`config.mk`:
```
export PLATFORM = sky130hd
export DESIGN_NAME = bapm_divider
export DESIGN_NICKNAME = d
export VERILOG_FILES = /design/src/hw/rtl/bapm_pkg.sv /design/src/hw/rtl/bapm_divider.sv
export SDC_FILE = /design/constraint.sdc
export NUM_CORES = 1
export LEC_CHECK = 0
export ABC_AREA = 1
export ABC_CLOCK_PERIOD_IN_PS = 4000
export BUFFER_PORTS_ARGS = -buffer_cell sky130_fd_sc_hd__buf_2
export CAP_MARGIN = 30
export CORE_MARGIN = 2
export CORE_UTILIZATION = 50
export CTS_BUF_LIST = sky130_fd_sc_hd__clkbuf_4 sky130_fd_sc_hd__clkbuf_8
export DETAILED_ROUTE_END_ITERATION = 7
export PLACE_DENSITY = 0.71
export SYNTH_ARGS = -nofsm -noshare
export SYNTH_HDL_FRONTEND = slang
export SYNTH_SLANG_ARGS = --single-unit
```
`constraint.sdc`:
```
create_clock -name clk_i -period 4 [get_ports clk_i]
set_input_delay 0.4 -clock clk_i [delete_from_list [all_inputs] [get_ports clk_i]]
set_output_delay 0.4 -clock clk_i [all_outputs]
set_load 0.01 [all_outputs]
```
`src/hw/rtl/bapm_pkg.sv`:
```
// Shared types and constants of the block-average palette matcher.
// Used by every module under hw/rtl; depends on nothing else.
package bapm_pkg;

  localparam int PALETTE_DEPTH   = 1024;
  localparam int MAX_TILE_PIXELS = 65536;

  localparam int CH_W      = 8;
  localparam int NUM_CH    = 3;
  localparam int COLOR_W   = NUM_CH * CH_W;
  localparam int SUM_W     = 24;
  localparam int TALLY_W   = $clog2(MAX_TILE_PIXELS + 1);
  localparam int IDX_W     = $clog2(PALETTE_DEPTH);
  localparam int CNT_W     = $clog2(PALETTE_DEPTH + 1);
  localparam int DIST_W    = 18;
  localparam int SIDE_W    = 7;
  localparam int OUT_IDX_W = 10;
  localparam int DIV_CNT_W = $clog2(SUM_W);

  localparam int STATUS_W   = 2;
  localparam int OUT_DATA_W = 56;

  localparam logic [SIDE_W-1:0] REGION_SIDE_RESET = SIDE_W'(10);

  typedef enum logic [1:0] {
    OP_TILE   = 2'd0,
    OP_REGION = 2'd1,
    OP_CLEAR  = 2'd2
  } op_e;

  typedef enum logic [STATUS_W-1:0] {
    STAT_OK    = 2'd0,
    STAT_FULL  = 2'd1,
    STAT_EMPTY = 2'd2
  } status_e;

  typedef enum logic [2:0] {
    ST_IDLE,
    ST_DIVIDE,
    ST_STORE,
    ST_SEARCH,
    ST_RESULT
  } state_e;

  // Channel 0 is red, 1 green, 2 blue.
  typedef struct packed {
    logic                           start;
    logic [NUM_CH-1:0][SUM_W-1:0]   dividend;
    logic [TALLY_W-1:0]             divisor;
  } div_req_t;

  typedef struct packed {
    logic                           done;
    logic [NUM_CH-1:0][CH_W-1:0]    avg;
  } div_rsp_t;

endpackage

```
`src/hw/rtl/bapm_divider.sv`:
```
// Restoring divider for the three channel sums, one quotient bit per cycle.
// Depends on bapm_pkg; results saturate at the top of the channel range.
module bapm_divider (
  input  logic                clk_i,
  input  logic                rst_ni,
  input  bapm_pkg::div_req_t  req_i,
  output bapm_pkg::div_rsp_t  rsp_o
);
  import bapm_pkg::*;

  localparam int REM_W = TALLY_W + 1;

  logic                          busy_q, busy_d;
  logic                          done_q, done_d;
  logic [DIV_CNT_W-1:0]          cnt_q, cnt_d;
  logic [TALLY_W-1:0]            div_q, div_d;
  logic [NUM_CH-1:0][SUM_W-1:0]  dvd_q, dvd_d;
  logic [NUM_CH-1:0][SUM_W-1:0]  quo_q, quo_d;
  logic [NUM_CH-1:0][TALLY_W-1:0] rem_q, rem_d;

  logic [REM_W-1:0] trial [NUM_CH];
  logic             fits  [NUM_CH];

  always_comb begin
    busy_d = busy_q;
    done_d = 1'b0;
    cnt_d  = cnt_q;
    div_d  = div_q;
    dvd_d  = dvd_q;
    quo_d  = quo_q;
    rem_d  = rem_q;
    for (int c = 0; c < NUM_CH; c++) begin
      trial[c] = {rem_q[c], dvd_q[c][SUM_W-1]};
      fits[c]  = trial[c] >= {1'b0, div_q};
    end
    if (req_i.start) begin
      busy_d = 1'b1;
      cnt_d  = '0;
      div_d  = req_i.divisor;
      dvd_d  = req_i.dividend;
      quo_d  = '0;
      rem_d  = '0;
    end else if (busy_q) begin
      for (int c = 0; c < NUM_CH; c++) begin
        rem_d[c] = fits[c] ? TALLY_W'(trial[c] - {1'b0, div_q}) : TALLY_W'(trial[c]);
        quo_d[c] = {quo_q[c][SUM_W-2:0], fits[c]};
        dvd_d[c] = {dvd_q[c][SUM_W-2:0], 1'b0};
      end
      cnt_d = cnt_q + 1'b1;
      if (cnt_q == DIV_CNT_W'(SUM_W - 1)) begin
        busy_d = 1'b0;
        done_d = 1'b1;
      end
    end
  end

  always_ff @(posedge clk_i or negedge rst_ni) begin
    if (!rst_ni) begin
      busy_q <= 1'b0;
      done_q <= 1'b0;
      cnt_q  <= '0;
    end else begin
      busy_q <= busy_d;
      done_q <= done_d;
      cnt_q  <= cnt_d;
    end
  end

  always_ff @(posedge clk_i) begin
    div_q <= div_d;
    dvd_q <= dvd_d;
    quo_q <= quo_d;
    rem_q <= rem_d;
  end

  always_comb begin
    rsp_o.done = done_q;
    for (int c = 0; c < NUM_CH; c++) begin
      rsp_o.avg[c] = (|quo_q[c][SUM_W-1:CH_W]) ? {CH_W{1'b1}} : quo_q[c][CH_W-1:0];
    end
  end

endmodule

```
* Word level (Yosys, flattened, before mapping)
Cells that the tools add are included.
** Word-level totals
- Bits of input ports :: 92
- Output and inout port bits :: 25
- Logic and storage cells :: 41
- Register bits after elaboration :: 219
** Operators by class
- $lt $le $gt $ge :: 3
- Multiplexer cells :: 16
- $add $sub $neg :: 4
- Reductions and logical operators :: 4
- Equality and inequality tests :: 1
** Operator list (number)
- $mux 72 :: 2
- $ge 18x17->1 :: 3
- $mux 17 :: 3
- $sub 17x17->17 :: 3
- $reduce_or 16->1 :: 3
- $mux 8 :: 3
- $mux 5 :: 2
- $mux 1 :: 6
- $add 5x1->5 const B :: 1
- $eq 5x5->1 const B :: 1
- $reduce_bool 2->1 :: 1

* Depth between registers and ports, before layout
Gate-level depths: netlist of the first run.
- Word-level depth :: 4
- Mapped depth :: 15
- Mapped depth without buffers :: 15

* Least setup slack after synthesis of the first run
Ideal clock, no wire load.
- Path kind :: flip-flop to flip-flop
- Start point :: reg busy_q
- End point :: reg dvd_q[0] in the netlist's numbering, enable pin
- Data arrival time :: 2834 ps
- Cell stages (with the launch flop) :: 5
- Setup slack :: 701 ps
- Data required time :: 3535 ps
- Path buffers :: 2
- Period minus slack after synthesis :: 3299 ps
- Library setup time :: 465 ps
- Cell sequence :: dfrtp_1 > clkbuf_1 > nor2_1 > inv_1 > clkbuf_1
** Between the ends
- Cells in the longest elaborated chain, start to end :: 1
** Ends and longest elaborated chain
- start, declared :: RTL line bapm_divider.sv:13 : logic busy_q, busy_d;
- start signal, assigned :: RTL line bapm_divider.sv:63 : busy_q <= busy_d;
- $reduce_bool 2->1 (no source line)
- end signal, assigned :: RTL line bapm_divider.sv:71 : dvd_q <= dvd_d;
- end, declared :: RTL line bapm_divider.sv:17 : logic [NUM_CH-1:0][SUM_W-1:0] dvd_q, dvd_d;
No other way between the ends.
A chain may end at the register's enable or synchronous reset.

* Worst setup path in the final report of the first run
- Start point :: reg div_q[16]
- End point :: reg quo_q[24] in the netlist's numbering
** Between the ends
- Cells in the longest elaborated chain, start to end :: 1
** Ends and longest elaborated chain
- start, declared :: RTL line bapm_divider.sv:16 : logic [TALLY_W-1:0] div_q, div_d;
- start signal, assigned :: RTL line bapm_divider.sv:70 : div_q <= div_d;
- $ge 18x17->1 :: RTL line bapm_divider.sv:34 : fits[c] = trial[c] >= {1'b0, div_q};
- end signal, assigned :: RTL line bapm_divider.sv:72 : quo_q <= quo_d;
- end, declared :: RTL line bapm_divider.sv:18 : logic [NUM_CH-1:0][SUM_W-1:0] quo_q, quo_d;
No other way between the ends.

==> reports/results.tsv, run 1 <==
metric	value	unit
Final TNS setup	0	ns
TritonRoute pass-1 iters	5	
layout net count	1863	
worst rel slew slack	52.5	%
Reg2Reg Depth	12	
antenna violations before repair	2	
Final Wtd Congestion	0.966	
vias in the first global route	9635	
worst path arrival time	3.08	ns
Mapped Cells	1598	
path type of the worst setup path	reg2reg	
DP Cell Count	1992	
top-count cell post-synth	nand2_1	
via count	10400	
Max Root-Sink Buffers	3	
non-filler cells, final	2067	
fin crit share	66.0	%
Fillers	2132	
actual slew at the worst max-slew pin	0.713	ns
Post-Layout Inst Area	13600	sq um
hpwl dp	20.1	mm
TritonCTS Buffers	39	
Hold Crit Class	in2reg	
Final WS setup	1.36	ns
post-synthesis cell area	11800	sq um
Core ar.	23300	sq um
gr ovfl total	0	
Global Route Usage Sum	23.5	%
Rows	56	
CP top delay family	simple AND/OR/NAND/NOR gates	
leak pwr	7.06	nW
RSZ-0062 raised after global routing	no	
die span in x	158	um
dpl cell area	12700	sq um
Fin Hold WS	0.0228	ns
first-pass GRT wire length	47.1	mm
drt initial violations	857	
Tot Pwr	7.94	mW
Final min period	2.64	ns
Starting Density	50.7	%
Commonest cells post-synth	nand2_1, inv_1, dfxtp_1	
Hold Path Depth	1	
CTS-repair resized insts	0	
Synth Flop Type	dfxtp_1	
PortBufs	116	
Max VDD drop	271	uV
syn avg cell area	7.40	sq um
fraction of layout cells with a size suffix above 1	13.2	%
register area share after synthesis	44.9	%
Layout area overhead	14.8	%
Crit path buffers/inverters	3	
largest net degree at the start of global routing	94	
Die ar.	24900	sq um
Worst-Skew Late Latency	0.56	ns
slowest stage delay, CP	0.42	ns
Final ANT Viol Nets	0	
pre-CTS WS	1.43	ns
top-area cell type share of the netlist area	22.6	%
asr flop ratio synth	3.20	%
Clock transition at path regs	0.06	ns
io pins	117	
H-tree depth	2	
Crit path top cell by count	inv_1	
Crit path depth	12	
outcome	finished, final reports clean	
vias per std cell	5.05	
Yosys reg bits	219	
clock tree root buffer cell	clkbuf_8	
Remaining DRCs	0	
Clock Sinks	219	
CP Cell Sequence	inv_1 > ha_1 > inv_1 > nor2_1 > nand4_1 > nor2_1 > nor2_2 > nand2_2 > nand2_2 > o21ai_0 > nand2_1 > inv_1	
Critical Path RT	4.44	ns
Hold Violations, Final	0	
CP endpoint kind	flip-flop	
CTS tree	done	
Post-synth EDFFs	89	
Wirelength per Cell	13.9	um
slowest CP cell	nor2_2	
startpoint type of the worst setup path	flip-flop	
multi-input logic area	5360	sq um
power density cells	586	nW/um^2
crit path max fanout	16	
Die Span Y	158	um
Sequential Area	5310	sq um
largest cells by area after synthesis	edfxtp_1, dfxtp_1, nand2_1	
Final Max Slew Viols	0	
largest area contributor in the netlist	edfxtp_1	
yosys warns	0	
Final setup viols	0	
Total Routed Length	28.8	mm
post-synth cell types	40	
Max-cap violations	0	
post-layout util	58.1	%
syn_nets	1745	
Max Fclk	379	MHz
Clock Skew	0.0357	ns
power breakdown:
group          internal [mW]  switching, mW  total [mW]
clock                   1.22          0.927        2.15
combinational           1.05           1.88        2.93
sequential              2.64          0.224        2.86
total                   4.91           3.03        7.94
path summary, 6_finish.rpt:
check	from	endpoint	slack, ns
max reg2reg	div_q[16]$_DFFE_PP_	quo_q[24]$_SDFFE_PP0P_	1.36
max in group asynchronous	rst_ni	cnt_q[0]$_DFFE_PN0P_	3.56
max	div_q[16]$_DFFE_PP_	quo_q[24]$_SDFFE_PP0P_	1.36
min	req_i[16]	div_q[16]$_DFFE_PP_	0.02
min reg2reg	rem_q[16]$_SDFFE_PP0P_	rem_q[16]$_SDFFE_PP0P_	0.47
min in group asynchronous	rst_ni	busy_q$_DFF_PN0_	0.25
worst register-to-register path, delay by kind of cell (launching register included):
kind	cells	cell delay, ns
fa+ha+maj	1	0.29
buf+inv	3	0.36
compound gates	1	0.11
simple gates	7	1.41
flops	1	0.36
registers in the layout (all words and copies together) (netlist names):
signal / cells
div_q: 17
quo_q: 72
rem_q: 51
busy_q: 1
dvd_q: 72
cnt_q: 5
done_q: 1
what timing repair did:
item / in CTS / in global routing
endpoints found under the hold margin: 7 / 0
hold buffers: 1 / 0
setup endpoints to repair: 0 / 0
setup buffers: 0 / 0
cell type report:
class	instances	share of cell area, %
Inverter	239	6.63
Clock buffer	62	5.65
Multi-Input combinational cell	1085	39.5
Clock inverter	9	0.434
Sequential cell	219	39.2
Timing Repair Buffer	132	5.61
Tap cell	319	2.94
Antenna cell	2	0.0369
cell usage in the layout (no fill, tap or decap), drive strengths merged, types with 52 or more instances in the layout:
cell	count
nand2	601
buf	130
nor2	102
edfxtp	89
o22ai	72
ha	52
clkbuf	62
inv	240
dfxtp	123
nand3	83
routing by layer:
layer | up-vias | wire length (um) | track usage, %
li1 | 5370 | - | -
met1 | 4654 | 13400 | 33.6
met2 | 376 | 12300 | 35.1
met3 | 41 | 2550 | 6.16
met4 | 0 | 508 | 6.32
met5 | - | 0 | 0
logic make-up after synthesis:
group / synth area share, %
adders and majority gates: 6.01
xor gates and xnor gates: 1.63
AOI/OAI and AO/OA: 7.27
and+or+nand+nor: 30.4
DFF: 44.9
buffers and inverters: 9.71
(Power assumes the default switching activity.)
==> run 2: changes to the inputs <==
--- a/config.mk
+++ b/config.mk
@@ -5,8 +5,8 @@
 export SDC_FILE = /design/constraint.sdc
 export NUM_CORES = 1
 export LEC_CHECK = 0
-export ABC_AREA = 1
-export ABC_CLOCK_PERIOD_IN_PS = 4000
+export ABC_AREA = 0
+export ABC_CLOCK_PERIOD_IN_PS = 2800
 export BUFFER_PORTS_ARGS = -buffer_cell sky130_fd_sc_hd__buf_2
 export CAP_MARGIN = 30
 export CORE_MARGIN = 2
==> constraint.sdc (replaced) <==
create_clock -name clk_i -period 2.8 [get_ports clk_i]
set_input_delay 0.28 -clock clk_i [delete_from_list [all_inputs] [get_ports clk_i]]
set_output_delay 0.28 -clock clk_i [all_outputs]
set_load 0.01 [all_outputs]
==> reports/results.tsv, run 2 <==
metric	value	unit
RSZ-0062 raised after global routing	yes	
clock tree root buffer cell	clkbuf_8	
Final WS setup	-0.00814	ns
io pins	117	
drt initial violations	453	
crit path max fanout	5	
Die ar.	23900	sq um
Clock transition at path regs	0.07	ns
Yosys reg bits	219	
actual slew at the worst max-slew pin	0.849	ns
Mapped Cells	1072	
Wirelength per Cell	16.3	um
Synth Flop Type	dfxtp_1	
CTS tree	done	
top-count cell post-synth	nor2_1	
Final TNS setup	-0.00814	ns
largest cells by area after synthesis	edfxtp_1, dfxtp_1, mux2i_1	
CP endpoint kind	flip-flop	
Remaining DRCs	0	
Total Routed Length	24.9	mm
commonest non-fill, non-tap cell in the layout	nor2_1	
syn_nets	1219	
number of diodes	0	
layout net count	1370	
Max Root-Sink Buffers	3	
Critical Path Source	dvd_q[23]$_DFFE_PP_	
reg-to-reg startpoint	dvd_q[23]$_DFFE_PP_	
worst path arrival time	3.24	ns
post-synthesis cell area	11300	sq um
Commonest cells post-synth	nor2_1, dfxtp_1, mux2i_1	
leak pwr	6.08	nW
TritonRoute pass-1 iters	5	
failing checks	setup timing	
Post-synth EDFFs	89	
yosys warns	0	
post-synth cell types	71	
PortBufs	116	
gr ovfl total	0	
antenna violations before repair	0	
Final Wtd Congestion	0.926	
register area share after synthesis	46.9	%
worst rel slew slack	43.4	%
most frequent cells in the layout	nor2_1, dfxtp_1, buf_2, mux2i_1, edfxtp_1	
Crit path buffers/inverters	2	
Layout area overhead	17.9	%
path type of the worst setup path	reg2reg	
largest registers	dvd_q x72, quo_q x72, rem_q x51	
post-layout util	59.5	%
largest area contributor in the netlist	edfxtp_1	
Max VDD drop	530	uV
TritonCTS Buffers	37	
HP Start	req_i[41]	
Hold Violations, Final	0	
non-filler cells, final	1532	
Max Fclk	356	MHz
outcome	finished, violations left	
fin crit share	100	%
H-tree depth	2	
slowest stage delay, CP	0.40	ns
Final setup viols	1	
Global Route Usage Sum	20.7	%
vias in the first global route	8337	
startpoint type of the worst setup path	flip-flop	
power density cells	741	nW/um^2
Final ANT Viol Nets	0	
Worst-Skew Late Latency	0.53	ns
Clock Sinks	219	
Clock Skew	0.0227	ns
Starting Density	50.5	%
Final Max Slew Viols	0	
die span in x	154	um
Max-cap violations	0	
slowest CP cell	edfxtp_1	
Hold Crit Class	in2reg	
first-pass GRT wire length	40.7	mm
largest net degree at the start of global routing	90	
Fin Hold WS	0.0405	ns
Core ar.	22400	sq um
Critical Path RT	3.23	ns
Rows	55	
hpwl dp	16.8	mm
DP Cell Count	1443	
syn avg cell area	10.6	sq um
Die Span Y	154	um
top-area cell type share of the netlist area	23.6	%
via count	8634	
asr flop ratio synth	3.20	%
vias per std cell	5.64	
CP top delay family	compound AO/OA/AOI/OAI gates	
CP Cell Sequence	inv_1 > ha_2 > inv_2 > fa_2 > a211oi_4 > o21ai_2 > a21oi_2 > o31a_1 > o221a_2 > nand2_1 > a311oi_1	
pre-CTS WS	0.0475	ns
Final min period	2.81	ns
fraction of layout cells with a size suffix above 1	26.1	%
[run 2: cells by family (layout without fill, tap and decap cells)]
| logic type | after synthesis | after routing | share of synthesized area [%] |
|---|---|---|---|
| buffers and inverters | 79 | 252 | 2.85 |
| AND/OR/NAND/NOR | 311 | 311 | 12.9 |
| XOR/XNOR | 38 | 38 | 2.94 |
| flip-flops | 219 | 219 | 46.9 |
| adder cells (fa/ha/maj) | 55 | 55 | 6.28 |
| AO/OA/AOI/OAI | 208 | 210 | 13.0 |
| multiplexers | 162 | 162 | 15.1 |
[run 2: through the flow]
step	power, mW	cell area, sq um
after floorplan	6.16	11300
after global placement	6.85	12300
after detailed placement	6.91	12300
after CTS	9.88	13200
after global routing	10.5	13300
final	9.89	13300
[run 2: worst paths after layout]
kind | endpoint | slack [ns] | cells past startpoint
setup / recovery | rem_q[5]$_SDFFE_PP0P_ | -0.008 | 11
hold / removal | dvd_q[24]$_SDFFCE_PN0P_ | 0.04 | 2
setup reg to reg | rem_q[5]$_SDFFE_PP0P_ | -0.008 | 11
hold reg to reg | rem_q[29]$_SDFFE_PP0P_ | 0.49 | 2
max in group asynchronous | busy_q$_DFF_PN0_ | 2.48 | 2
min in group asynchronous | cnt_q[0]$_DFFE_PN0P_ | 0.15 | 2
[run 2: worst register-to-register path, cell delays in order, from the launching register on]
cell and delay, ns:
edfxtp_1 0.40, inv_1 0.08, ha_2 0.18, inv_2 0.04, fa_2 0.40, a211oi_4 0.32
o21ai_2 0.11, a21oi_2 0.17, o31a_1 0.31, o221a_2 0.32, nand2_1 0.09, a311oi_1 0.31
[run 2: metal layers]
metal	up-vias	wire [um]	global-route usage [%]
li1	4274	-	-
met1	4079	11300	27.3
met2	232	11200	32.9
met3	49	1710	5.66
met4	0	708	7.58
met5	-	0	0
[run 2: cell type report]
| cell class | instances | area, sq um |
|---|---|---|
| multi-input combinational | 776 | 5790 |
| inverter | 27 | 109 |
| timing repair buffer | 162 | 1030 |
| tap | 285 | 357 |
| sequential | 219 | 5310 |
| fill | 1881 | 9080 |
| clock buffer | 49 | 631 |
| clock inverter | 14 | 123 |
[run 2: report_power, final]
group	switching (mW)	internal (mW)
sequential	0.232	3.69
combinational	1.60	1.44
clock	1.28	1.65
total	3.11	6.78
[run 2: what timing repair did]
action | 4_1_cts | 5_1_grt
buffers inserted | 0 | 6
hold buffers | 18 | 0
gates resized for setup | 0 | 17
endpoints found under the setup margin | 0 | 38
hold endpoints to repair | 24 | 0
==> run 3: changes to the inputs <==
--- a/config.mk
+++ b/config.mk
@@ -6,9 +6,9 @@
 export NUM_CORES = 1
 export LEC_CHECK = 0
 export ABC_AREA = 0
-export ABC_CLOCK_PERIOD_IN_PS = 2800
+export ABC_CLOCK_PERIOD_IN_PS = 3300
 export BUFFER_PORTS_ARGS = -buffer_cell sky130_fd_sc_hd__buf_2
-export CAP_MARGIN = 30
+export CAP_MARGIN = 20
 export CORE_MARGIN = 2
 export CORE_UTILIZATION = 50
 export CTS_BUF_LIST = sky130_fd_sc_hd__clkbuf_4 sky130_fd_sc_hd__clkbuf_8
==> constraint.sdc (replaced) <==
create_clock -name clk_i -period 3.3 [get_ports clk_i]
set_input_delay 0.33 -clock clk_i [delete_from_list [all_inputs] [get_ports clk_i]]
set_output_delay 0.33 -clock clk_i [all_outputs]
set_load 0.01 [all_outputs]
==> reports/results.tsv, run 3 (synthesis results as in run 2) <==
metric	value	unit
most frequent cells in the layout	nor2_1, dfxtp_1, buf_2, mux2i_1, edfxtp_1	
largest net degree at the start of global routing	102	
worst path arrival time	3.43	ns
Max-cap violations	0	
crit path max fanout	15	
vias per std cell	5.63	
Final TNS setup	0	ns
Clk network pwr share	31.6	%
Die Span Y	154	um
Max Fclk	333	MHz
leak pwr	6.05	nW
fraction of layout cells with a size suffix above 1	24.5	%
Critical Path Source	dvd_q[71]$_DFFE_PP_	
Clock transition at path regs	0.06	ns
io pins	117	
Wirelength per Cell	16.3	um
Met1 Wirelength	11.1	mm
antenna violations before repair	2	
Combinational Power Share	29.1	%
multi-input logic area	5690	sq um
outcome	finished, final reports clean	
TritonRoute pass-1 iters	4	
RSZ-0062 raised after global routing	no	
Die ar.	23900	sq um
Final ANT Viol Nets	0	
first-pass GRT wire length	40.8	mm
H-tree depth	2	
Total Routed Length	24.8	mm
Hold Crit Class	in2reg	
Clock Sinks	219	
CTS-repair resized insts	0	
Core ar.	22400	sq um
Worst-Skew Late Latency	0.53	ns
path type of the worst setup path	reg2reg	
gr ovfl total	0	
DR top layer	met4	
Fillers	1899	
Layout area overhead	16.6	%
Post-CTS Setup Inserts	0	
largest registers	dvd_q x72, quo_q x72, rem_q x51	
NetSw	2.61	mW
die span in x	154	um
Remaining DRCs	0	
Hold Violations, Final	0	
Hold Path Depth	2	
TritonCTS Buffers	37	
worst rel slew slack	48.8	%
drt initial violations	561	
commonest non-fill, non-tap cell in the layout	nor2_1	
Tot Pwr	8.45	mW
Critical Path RT	3.72	ns
via count	8541	
Max Root-Sink Buffers	3	
fraction of power spent switching nets	30.9	%
Seq pwr share	39.4	%
Final min period	3.01	ns
Starting Density	50.5	%
clock tree root buffer cell	clkbuf_8	
Final Wtd Congestion	0.920	
Clock Skew	0.0234	ns
reg-to-reg startpoint	dvd_q[71]$_DFFE_PP_	
Max VDD drop	385	uV
vias in the first global route	8407	
metal2 WL	11.0	mm
Post-Layout Inst Area	13200	sq um
layout net count	1351	
Final Max Slew Viols	0	
CTS tree	done	
Final setup viols	0	
actual slew at the worst max-slew pin	0.768	ns
Reg2Reg Depth	12	
PortBufs	116	
Global Route Usage Sum	20.7	%
met3 WL post-DR	1.87	mm
power density cells	640	nW/um^2
Int Pwr	5.84	mW
Rows	55	
Sequential Area	5310	sq um
startpoint type of the worst setup path	flip-flop	
HP Start	req_i[41]	
fin crit share	91.1	%
CP endpoint kind	flip-flop	
number of diodes	0	
dpl cell area	12200	sq um
hpwl dp	17.0	mm
-- run 3: cell types whose count changed in the layout (fill, tap and decap cells not counted), sizes merged --
| cell | change |
|---|---|
| buf | -17 |
| clkbuf | +9 |
| clkinv | -3 |
| clkinvlp | -4 |
| inv | +3 |
| o221a | -1 |
| o221ai | -1 |
-- run 3: path summary, 6_finish.rpt --
path                                                 to  slack, ns
worst max-delay path             rem_q[40]$_SDFFE_PP0P_       0.29
worst min-delay path            dvd_q[24]$_SDFFCE_PN0P_       0.08
worst max register to register   rem_q[40]$_SDFFE_PP0P_       0.29
worst min register to register   rem_q[18]$_SDFFE_PP0P_       0.48
max in group asynchronous              busy_q$_DFF_PN0_       2.94
min in group asynchronous          cnt_q[1]$_DFFE_PN0P_       0.18
-- run 3: layout make-up --
| cell class | count | area share, % |
|---|---|---|
| timing repair buffer | 145 | 6.82 |
| sequential | 219 | 40.3 |
| clock buffer | 58 | 5.53 |
| clock inverter | 10 | 0.806 |
| inverter | 27 | 0.768 |
| multi-input combinational | 774 | 43.1 |
| tap | 285 | 2.70 |
-- run 3: routing by layer --
metal  vias up  global-route usage [%]
met3        50                    6.11
met2       245                    32.7
li1       4220                       -
met5         -                       0
met1      4026                    26.7
met4         0                    8.60
-- run 3: power groups by stage --
stage                     Combinational [mW]  Sequential (mW)  Clock, mW
after floorplan                         1.92             3.31          0
after global placement                  2.36             3.37          0
after detailed placement                2.41             3.38          0
after CTS                               2.44             3.33       2.74
after global routing                    2.72             3.36       2.86
final                                   2.46             3.33       2.66
-- run 3: per-stage QoR --
stage / utilization (%) / cells / setup WS (ns) / hold WS (ns)
global placement: 54.3 / 1432 / 0.454 / 0.174
global route: 58.8 / 1518 / 0.0842 / 0.0714
detailed placement: 54.3 / 1432 / 0.326 / 0.175
floorplan: - / 1072 / 0.404 / 0.0344
CTS: 58.8 / 1518 / 0.316 / 0.0579
finish: 58.8 / 1518 / 0.294 / 0.0849
-- run 3: worst max-delay path: stages (launching register included) --
cell	delay, ns
edfxtp_1	0.38
inv_1	0.07
ha_1	0.17
inv_1	0.06
fa_1	0.42
a21oi_1	0.22
o21ai_1	0.09
a31oi_1	0.29
o21ai_1	0.15
a211o_1	0.48
buf_12	0.23
mux2i_1	0.12
a211oi_1	0.23
-- run 3: what timing repair did --
action	CTS	global route
setup endpoints to repair	0	0
hold buffers	18	0
hold endpoints to repair	24	0
